--- src/hdl/sprite_row_nibble_blitter_assert.svh ---
// Assertion macros for the sprite row blitter.
`ifndef SPRITE_ROW_NIBBLE_BLITTER_ASSERT_SVH
`define SPRITE_ROW_NIBBLE_BLITTER_ASSERT_SVH

// Same-cycle implication, disabled in reset.
`define SRNB_ASSERT_IMP(lbl, ante, cons) \
  lbl: assert property (@(posedge clk) disable iff (!rst_n) (ante) |-> (cons)) \
    else $error("srnb check failed");

// Next-cycle implication, disabled in reset.
`define SRNB_ASSERT_NXT(lbl, ante, cons) \
  lbl: assert property (@(posedge clk) disable iff (!rst_n) (ante) |=> (cons)) \
    else $error("srnb check failed");

`endif

--- src/hdl/srnb_pkg.sv ---
package srnb_pkg;

  localparam int ROW_WORDS_DEF = 64;
  localparam int LINES_DEF     = 512;

  localparam int ROW_W   = 9;
  localparam int PX_W    = 10;
  localparam int HGT_W   = 6;
  localparam int WIDX_W  = 6;
  localparam int PIX_W   = 16;
  localparam int COL_W   = 9;
  localparam int OCOL_W  = 6;
  localparam int IN_TDATA_W  = 56;
  localparam int OUT_TDATA_W = 48;

  localparam logic [PIX_W-1:0] FULL_MASK = 16'hFFFF;

  typedef struct packed {
    logic              func;
    logic [ROW_W-1:0]  scan_line;
    logic [PX_W-1:0]   pixel_x;
    logic [ROW_W-1:0]  sprite_top;
    logic [HGT_W-1:0]  sprite_height;
    logic [WIDX_W-1:0] word_index;
    logic [PIX_W-1:0]  tile_word;
    logic              last_word;
  } item_t;

  typedef struct packed {
    logic              write_enable;
    logic [ROW_W-1:0]  write_row;
    logic [OCOL_W-1:0] write_column;
    logic [PIX_W-1:0]  write_data;
    logic [PIX_W-1:0]  keep_mask;
    logic              sprite_done;
    logic              last_result;
  } result_t;

  typedef struct packed {
    result_t first;
    result_t second;
    logic    two;
  } res_pair_t;

endpackage

--- src/hdl/srnb_calc.sv ---
module srnb_calc
  import srnb_pkg::*;
#(
  parameter int ROW_WORDS = ROW_WORDS_DEF,
  parameter int LINES     = LINES_DEF
) (
  input  logic             clk,
  input  logic             rst_n,
  input  logic             advance,
  input  item_t            item,
  input  logic [PIX_W-1:0] bg_color,
  output res_pair_t        res
);

  logic [PIX_W-1:0] carry_word_r, carry_word_nxt;
  logic [COL_W-1:0] col, col_next;
  logic [1:0]       off;
  logic [3:0]       sh;
  logic [3:0]       sh_inv;
  logic [PIX_W-1:0] hmask, word, data0, keep0, tdata, new_carry;
  logic [ROW_W-1:0] row_diff;
  logic [ROW_W-1:0] span;
  logic             done, row_ok;

  function automatic result_t mk_result(input logic [COL_W-1:0] c,
                                        input logic [PIX_W-1:0] d,
                                        input logic [PIX_W-1:0] k,
                                        input logic             dn,
                                        input logic             lst,
                                        input logic             rok);
    result_t r;
    logic    ok;
    ok = rok && (32'(c) < ROW_WORDS);
    r.write_enable = ok;
    r.write_row    = item.scan_line;
    r.write_column = ok ? c[OCOL_W-1:0] : '0;
    r.write_data   = ok ? d : '0;
    r.keep_mask    = ok ? k : FULL_MASK;
    r.sprite_done  = dn;
    r.last_result  = lst;
    return r;
  endfunction

  always_comb begin
    col      = COL_W'(item.pixel_x[PX_W-1:2]) + COL_W'(item.word_index);
    col_next = col + COL_W'(1);
    off      = item.pixel_x[1:0];
    sh       = {off, 2'b00};
    sh_inv   = 4'(5'd16 - {1'b0, sh});
    hmask    = ~(FULL_MASK >> sh);
    word     = item.func ? bg_color : item.tile_word;
    row_ok   = 32'(item.scan_line) < LINES;

    row_diff = item.scan_line - item.sprite_top;
    span     = {1'b0, item.sprite_height, 2'b00} - ROW_W'(1);
    if ((item.scan_line < item.sprite_top) || (item.sprite_height == '0)) begin
      done = 1'b1;
    end else begin
      done = row_diff >= span;
    end

    new_carry = item.tile_word << sh_inv;
    if (item.word_index == '0) begin
      data0 = word >> sh;
      keep0 = hmask;
    end else begin
      data0 = item.func ? bg_color : (carry_word_r | (item.tile_word >> sh));
      keep0 = '0;
    end
    tdata = item.func ? (bg_color & hmask) : new_carry;

    carry_word_nxt = carry_word_r;
    if (off == 2'b00) begin
      res.first  = mk_result(col, word, '0, done, 1'b1, row_ok);
      res.second = mk_result(col_next, tdata, ~hmask, done, 1'b1, row_ok);
      res.two    = 1'b0;
    end else begin
      res.first  = mk_result(col, data0, keep0, item.last_word ? 1'b0 : done,
                             ~item.last_word, row_ok);
      res.second = mk_result(col_next, tdata, ~hmask, done, 1'b1, row_ok);
      res.two    = item.last_word;
      if (advance && !item.func) begin
        carry_word_nxt = new_carry;
      end
    end
  end

  always_ff @(posedge clk) begin
    if (!rst_n) begin
      carry_word_r <= '0;
    end else begin
      carry_word_r <= carry_word_nxt;
    end
  end

endmodule

--- src/hdl/srnb_outq.sv ---
module srnb_outq
  import srnb_pkg::*;
(
  input  logic      clk,
  input  logic      rst_n,
  input  logic      src_valid,
  input  res_pair_t res,
  input  logic      out_ready,
  output logic      load_ok,
  output logic      out_valid,
  output result_t   out_res
);

  logic    out_valid_r, out_valid_nxt;
  logic    pend_r, pend_nxt;
  result_t out_r, out_nxt;
  result_t pend_data_r, pend_data_nxt;

  assign load_ok   = !out_valid_r || (out_ready && !pend_r);
  assign out_valid = out_valid_r;
  assign out_res   = out_r;

  always_comb begin
    out_valid_nxt = out_valid_r;
    pend_nxt      = pend_r;
    out_nxt       = out_r;
    pend_data_nxt = pend_data_r;
    if (src_valid && load_ok) begin
      out_valid_nxt = 1'b1;
      out_nxt       = res.first;
      pend_nxt      = res.two;
      pend_data_nxt = res.second;
    end else if (out_valid_r && out_ready) begin
      if (pend_r) begin
        out_nxt  = pend_data_r;
        pend_nxt = 1'b0;
      end else begin
        out_valid_nxt = 1'b0;
      end
    end
  end

  always_ff @(posedge clk) begin
    if (!rst_n) begin
      out_valid_r <= 1'b0;
      pend_r      <= 1'b0;
    end else begin
      out_valid_r <= out_valid_nxt;
      pend_r      <= pend_nxt;
    end
  end

  always_ff @(posedge clk) begin
    out_r       <= out_nxt;
    pend_data_r <= pend_data_nxt;
  end

endmodule

--- src/hdl/sprite_row_nibble_blitter.sv ---
// Sprite row blitter: accepts one word of four packed pixels per cycle while
// in_tready is high, and returns masked line-buffer writes through an input
// register and an output register. A word gives one write; a word with a
// nonzero pixel offset that is also the last of its row gives a second,
// trailing write, and the next word is held in the input register until both
// writes are taken. The output register pair (current and pending write)
// holds the trailing write. The user must write the erase color on cfg_wdata
// only while the block is idle; the block itself does not enforce it.
`include "sprite_row_nibble_blitter_assert.svh"

module sprite_row_nibble_blitter
  import srnb_pkg::*;
#(
  parameter int ROW_WORDS = ROW_WORDS_DEF,
  parameter int LINES     = LINES_DEF
) (
  input  logic                   clk,
  input  logic                   rst_n,
  input  logic                   in_tvalid,
  output logic                   in_tready,
  // scan_line, pixel_x, sprite_top, sprite_height, word_index, tile_word
  input  logic [IN_TDATA_W-1:0]  in_tdata,
  // func
  input  logic                   in_tuser,
  input  logic                   in_tlast,
  output logic                   out_tvalid,
  input  logic                   out_tready,
  // write_row, write_column, write_data, keep_mask, sprite_done
  output logic [OUT_TDATA_W-1:0] out_tdata,
  // write_enable
  output logic                   out_tuser,
  output logic                   out_tlast,
  input  logic                   cfg_we,
  input  logic [PIX_W-1:0]       cfg_wdata
);

  logic             s1_valid_r, s1_valid_nxt;
  item_t            s1_r, s1_nxt;
  logic [PIX_W-1:0] bg_color_r, bg_color_nxt;
  logic             load_ok, advance, accept;
  res_pair_t        res;
  result_t          out_res;

  assign advance   = s1_valid_r && load_ok;
  assign in_tready = !s1_valid_r || load_ok;
  assign accept    = in_tvalid && in_tready;

  always_comb begin
    s1_valid_nxt = s1_valid_r;
    s1_nxt       = s1_r;
    bg_color_nxt = cfg_we ? cfg_wdata : bg_color_r;
    if (accept) begin
      s1_valid_nxt         = 1'b1;
      s1_nxt.func          = in_tuser;
      s1_nxt.scan_line     = in_tdata[8:0];
      s1_nxt.pixel_x       = in_tdata[18:9];
      s1_nxt.sprite_top    = in_tdata[27:19];
      s1_nxt.sprite_height = in_tdata[33:28];
      s1_nxt.word_index    = in_tdata[39:34];
      s1_nxt.tile_word     = in_tdata[55:40];
      s1_nxt.last_word     = in_tlast;
    end else if (advance) begin
      s1_valid_nxt = 1'b0;
    end
  end

  always_ff @(posedge clk) begin
    if (!rst_n) begin
      s1_valid_r <= 1'b0;
      bg_color_r <= '0;
    end else begin
      s1_valid_r <= s1_valid_nxt;
      bg_color_r <= bg_color_nxt;
    end
  end

  always_ff @(posedge clk) begin
    s1_r <= s1_nxt;
  end

  srnb_calc #(
    .ROW_WORDS (ROW_WORDS),
    .LINES     (LINES)
  ) u_calc (
    .clk      (clk),
    .rst_n    (rst_n),
    .advance  (advance),
    .item     (s1_r),
    .bg_color (bg_color_r),
    .res      (res)
  );

  srnb_outq u_outq (
    .clk       (clk),
    .rst_n     (rst_n),
    .src_valid (s1_valid_r),
    .res       (res),
    .out_ready (out_tready),
    .load_ok   (load_ok),
    .out_valid (out_tvalid),
    .out_res   (out_res)
  );

  assign out_tdata = {out_res.sprite_done, out_res.keep_mask, out_res.write_data,
                      out_res.write_column, out_res.write_row};
  assign out_tuser = out_res.write_enable;
  assign out_tlast = out_res.last_result;

  `SRNB_ASSERT_IMP(a_done_on_last, out_tvalid && !out_tlast, !out_tdata[47])
  `SRNB_ASSERT_IMP(a_off_masked, out_tvalid && !out_tuser,
                   (out_tdata[46:31] == FULL_MASK) && (out_tdata[30:15] == '0))
  `SRNB_ASSERT_NXT(a_trail_follows, out_tvalid && out_tready && !out_tlast, out_tvalid)
  `SRNB_ASSERT_IMP(a_stall_holds_item, !in_tready, s1_valid_r && !load_ok)

endmodule
--- config.mk ---
export PLATFORM = sky130hd
export DESIGN_NAME = sprite_row_nibble_blitter
export DESIGN_NICKNAME = d
export VERILOG_FILES = /design/src/hdl/srnb_pkg.sv /design/src/hdl/srnb_calc.sv /design/src/hdl/srnb_outq.sv /design/src/hdl/sprite_row_nibble_blitter.sv
export VERILOG_INCLUDE_DIRS = /design/src /design/src/hdl
export SDC_FILE = /design/constraint.sdc
export NUM_CORES = 1
export LEC_CHECK = 0
export ABC_AREA = 1
export BUFFER_PORTS_ARGS = -buffer_cell sky130_fd_sc_hd__buf_2
export CORE_MARGIN = 3
export CORE_UTILIZATION = 35
export DETAILED_ROUTE_END_ITERATION = 6
export PLACE_DENSITY = 0.66
export SKIP_CTS_REPAIR_TIMING = 1
export SLEW_MARGIN = 20
export SYNTH_ARGS = -nofsm -noshare
export SYNTH_HDL_FRONTEND = slang
export SYNTH_SLANG_ARGS = --single-unit
--- constraint.sdc ---
create_clock -name clk -period 3.97 [get_ports clk]
set_input_delay 0.794 -clock clk [delete_from_list [all_inputs] [get_ports clk]]
set_output_delay 0.794 -clock clk [all_outputs]
set_load 0.01 [all_outputs]
**Word-level counts from Yosys, hierarchy flattened**

Index checks and enable logic that the tools add are counted.

- Register bits: 193
- Bits of input ports: 79
- Output and inout port bits: 52
- Logic and storage cells: 94

- Add/subtract/negate cells: 5
- Magnitude comparators: 4
- Eq/ne operators: 1
- Shift operators: 4
- Muxes and demuxes: 26
- Bitwise gates (word level): 6
- Reduce and logical (&&, ||, !) cells: 21

Operators with widths:

| kind | number |
|---|---|
| 2-to-1 mux 16 bit | 11 |
| 2-to-1 mux 50 bit | 3 |
| 2-to-1 mux 85 bit | 1 |
| inverter 16 bit | 2 |
| right shift 16 x 4 -> 16 bit | 2 |
| less-than comparator 9 x 7 -> 1 bit (second input constant) | 2 |
| AND 16 bit | 1 |
| bitwise OR 16 bit | 1 |
| << shifter 16 x 4 -> 16 bit | 1 |
| right shift 16 x 4 -> 16 bit (first input constant) | 1 |
| zero test 6 bit | 2 |
| 2-to-1 mux 6 bit | 2 |
| adder 8 x 6 -> 9 bit | 1 |
| adder 9 x 1 -> 9 bit (second input constant) | 1 |
| >= comparator 9 bit | 1 |
| less-than comparator 9 bit | 1 |
| 2-to-1 mux 1 bit | 9 |
| subtractor 8 x 1 -> 9 bit (second input constant) | 1 |
| subtractor 9 bit | 1 |
| AND reduction 2 bit | 3 |
| nonzero test 2 bit | 3 |
| logical AND 1 bit | 5 |
| zero test 1 bit | 4 |
| subtractor 1 x 4 -> 4 bit (first input constant) | 1 |
| other kinds (4) | 7 |

**Logic depth before layout (Yosys ltp)**

- Word-level depth: 7
- Depth in mapped cells: 15
- Depth with buffers taken out: 15

**Hierarchy**

From an unflattened synthesis, not the netlist that was laid out.

- Cells, all modules: 1113
- Area total of the unflattened synthesis: 10055.9 µm²

Modules (own cells, without submodules):

| module | instances | cells an instance | area each (µm²) | sequential area each (µm²) |
|---|---|---|---|---|
| srnb_calc | 1 | 702 | 3905.0 | 320.3 |
| srnb_outq | 1 | 276 | 3808.7 | 3042.9 |
| sprite_row_nibble_blitter | 1 | 135 | 2342.2 | 2082.0 |

**Worst setup path before layout**

No wires, ideal clock.

- Path kind: input -> register
- Start point: input out_tready
- End point: register u_outq.out_r (netlist bit u_outq.out_res[0]), enable pin
- Setup time: 0.486 ns
- Data arrival time: 3.562 ns
- Required time: 3.484 ns
- Slack: -0.078 ns
- Cell stages on the path: 2
- Path buffers: 0
- Cells stage by stage: nand2_1 -> o21ai_0

- Cells in the longest elaborated chain, start to end: 5
- Elaborated cells on any way between the ends: 7
- Classes of those cells: reduce/logical: 7

RTL lines:

| element | line | text |
|---|---|---|
| start, declared | sprite_row_nibble_blitter.sv:27 | `input logic out_tready,` |
| logical AND 1 bit | srnb_outq.sv:19 | `assign load_ok = !out_valid_r \|\| (out_ready && !pend_r);` |
| logical OR 1 bit | srnb_outq.sv:19 |  |
| logical AND 1 bit | srnb_outq.sv:28 | `if (src_valid && load_ok) begin` |
| nonzero test 2 bit (no line) | -- |  |
| AND reduction 2 bit (no line) * | -- |  |
| end signal, assigned | srnb_outq.sv:54 | `out_r <= out_nxt;` |
| end, declared | srnb_outq.sv:16 | `result_t out_r, out_nxt;` |

Every way passes the cells marked *; elsewhere a longest branch is shown, timed or not.
A chain may end at the register's enable or synchronous reset.

==> results.yml <==
synthesis:
  avgSynthCellArea_um2: 8.595
  yosysSeqAreaShare_pct: 52.64
  yosysUniqueCellTypes: 42
  ys_ff_latch: 167
  syn-num-nets: 1139
  syn_area_mm2: 0.008861
  synthCells: 1031
  yosys_warnings: 0
final_layout:
  fin_nets: 1254
  seq_area_mm2: 0.004664
  drive_above_1_share_pct: 18.98
  nFillCells: 2460
  syn2layout_area_growth_pct: 17.07
  multi_input_area_mm2: 0.003461
  fin_area_mm2: 0.01037
  final_util_pct: 42.16
timing:
  skew_ns: 0.01123
  fmax_mhz: 301.9
  max_slew_margin_pct: 45.60
  whs_ns: 0.4505
  rsz0062_at_grt: "no"
  worst_slew_pin_slew_ns: 0.8148
  slew_violations: 0
  min_period_ns: 3.313
  finalSetupViolations: 0
  setup_tns_ns: 0
  fin_crit_sh_pct: 83.45
  report.final.hold_viol_count: 0
route:
  wl_per_cell_um: 14.51
  first_pass_iters: 6
  viasPerCell: 4.772
  postRouteAntennaNets: 0
  routed_wirelength_um: 21540
  num_vias: 7082
  drc: 0
  drtIter0Drc: 646
place:
  dp_hpwl_um: 15920
  io_buffers: 130
  place_congestion: 0.9253
  dpl-instance-area_mm2: 0.009771
die:
  die_h_um: 165.1
  core_region_area_mm2: 0.02460
  rows: 57
  die_x_um: 165.1
  io-pin-count: 131
  start_util_pct: 36.01
  die_area_mm2: 0.02726
setup_path:
  slowest_delay_ns: 0.45
  start_kind: "register"
  crit_buf_inv: 2
  crit_slowest_cell: "or3b_2"
  critical_path_class: "reg -> reg"
  cp_common_cell: "nand2_1"
  critical_path_arrival_ns: 3.62
  cp_top_family: "adder cells"
  cp-end-kind: "register"
  path_cells: "inv_1, ha_1, fa_1, o21ai_0, a21oi_1, o21ai_0, xor2_1, inv_1, ha_1, nand2_1, nor2_1, or3b_2, nand4_1, nand2_1, nand2_1"
  critPathMaxFanout: 3
  crit_required_ns: 4.28
clock_network:
  htree_num_levels: 4
  clk_pin_slew_worst_paths_ns: 0.07
  ctsRootBufferMaster: "clkbuf_16"
  clk_latency_ns: 0.44
  tritoncts: "done"
  cts_buffers: 17
  clockBufferDepth: 2
  cts.sink_count: 167
global_routing:
  antenna_found_initial: 1
  grt_pass1_wl_um: 34070
  grt_max_degree: 40
  track_usage_pct: 16.11
  grt_overflow: 0
  grt_pass1_vias: 6600
power:
  power_density_mw_per_mm2: 426.3
  power.leakage_nw: 4.594
  vdd_drop_max_mv: 0.2754
min_path:
  min_path_type: "reg -> reg"
run_status:
  outcome: "finished, final reports clean"
job:
  cap_violations: 0
flip-flops by register name, indices dropped and copies added (netlist names):
name / flops
bg_color_r: 16
s1_r: 58
s1_valid_r: 1
u_calc.carry_word_r: 16
u_outq.out_res: 38
u_outq.out_valid: 1
u_outq.pend_data_r: 36
u_outq.pend_r: 1
cell usage in the layout, fill, tap and decap left out, types with 3 or more instances in the layout:
cell type,synthesis,routed
buf_2,17,130
nor2_1,80,80
o21ai_2,3,3
nand2_2,7,7
o21ai_0,75,74
edfxtp_1,132,132
inv_8,0,4
inv_6,0,5
inv_2,4,5
nand2_1,313,313
clkbuf_16,0,17
nand4_1,10,10
a31oi_1,4,4
inv_1,120,119
ha_1,27,27
nand3_1,43,43
buf_4,14,16
nor2_4,12,12
a21oi_1,57,57
nor2_2,4,4
xor2_1,10,10
or2_2,4,4
dfxtp_1,35,35
o22ai_1,5,5
xnor2_1,4,4
nor3_1,3,3
a21boi_0,3,3
o31ai_1,8,8
report_power, final:
group | switching, W | internal, W
logic | 0.000459 | 0.000242
registers | 0.0000447 | 0.00201
clock network | 0.000766 | 0.000901
worst min-delay path: cells and delay by family, from the launching register on:
family	cells	cell delay, ns
flops	1	0.30
buf+inv	1	0.05
compound gates	1	0.05
worst paths after layout:
path / from / endpoint / slack [ns] / cells after the start
max: s1_r[48] / u_outq.out_res[1] / 0.66 / 15
min: u_calc.carry_word_r[13] / u_calc.carry_word_r[13] / 0.45 / 2
max reg2reg: s1_r[48] / u_outq.out_res[1] / 0.66 / 15
min reg2reg: u_calc.carry_word_r[13] / u_calc.carry_word_r[13] / 0.45 / 2
per-layer routing:
layer  part of all wire [%]  up-vias  global-route usage, %
li1                       -     3593                      -
met1                     46     3196                  22.55
met2                     44      258                  24.47
met3                    7.9       35                  3.816
met4                    2.1        0                  5.642
met5                      0        -                      0
area by class of cell:
| class | count | area share, % |
|---|---|---|
| flip-flops and latches | 167 | 44.96 |
| multi-input cells | 689 | 33.36 |
| repair buffers | 146 | 7.430 |
| inverters | 125 | 4.523 |
| clock buffers | 17 | 4.101 |
| well taps | 324 | 3.908 |
| clock inverters | 15 | 1.689 |
| diodes | 1 | 0.02412 |
logic make-up after synthesis:
| kind of cell | synth area share [%] |
|---|---|
| buf+inv | 8.430 |
| fa+ha+maj | 4.264 |
| xor+xnor | 1.384 |
| simple gates | 23.20 |
| flops | 52.64 |
| compound gates | 10.08 |
synthesized netlist by cell type (all sizes together):
cell type,number,area [um^2]
nand2,322,1241
edfxtp,132,3964
inv,124,465.4
nor2,96,460.4
o21ai,79,406.6
a21oi,58,294.0
nand3,44,225.2
dfxtp,35,700.7
buf,33,214.0
ha,27,337.8
clkbuf,17,63.81
nand4,10,62.56
xor2,10,87.58
o31ai,8,60.06
o22ai,5,31.28
a31oi,4,25.02
or2,4,25.02
xnor2,4,35.03
a21boi,3,22.52
nor3,3,15.01
fa,2,40.04
o211ai,2,15.01
o21bai,2,15.01
a22oi,1,7.510
and2,1,6.260
clkinv,1,3.750
nand3b,1,11.26
o21a,1,7.510
o311ai,1,8.760
or3b,1,8.760
stage by stage:
stage,total power (W),instances,setup WS (ns)
5_1_grt,0.004653,1484,0.3627
6_report,0.004422,1484,0.6572
3_5_place_dp,0.002793,1451,0.6854
2_1_floorplan,0.002587,1031,0.9500
3_3_place_gp,0.002782,1451,0.7588
4_1_cts,0.004462,1483,0.6520
No activity file was read; power rests on OpenSTA's default activity.
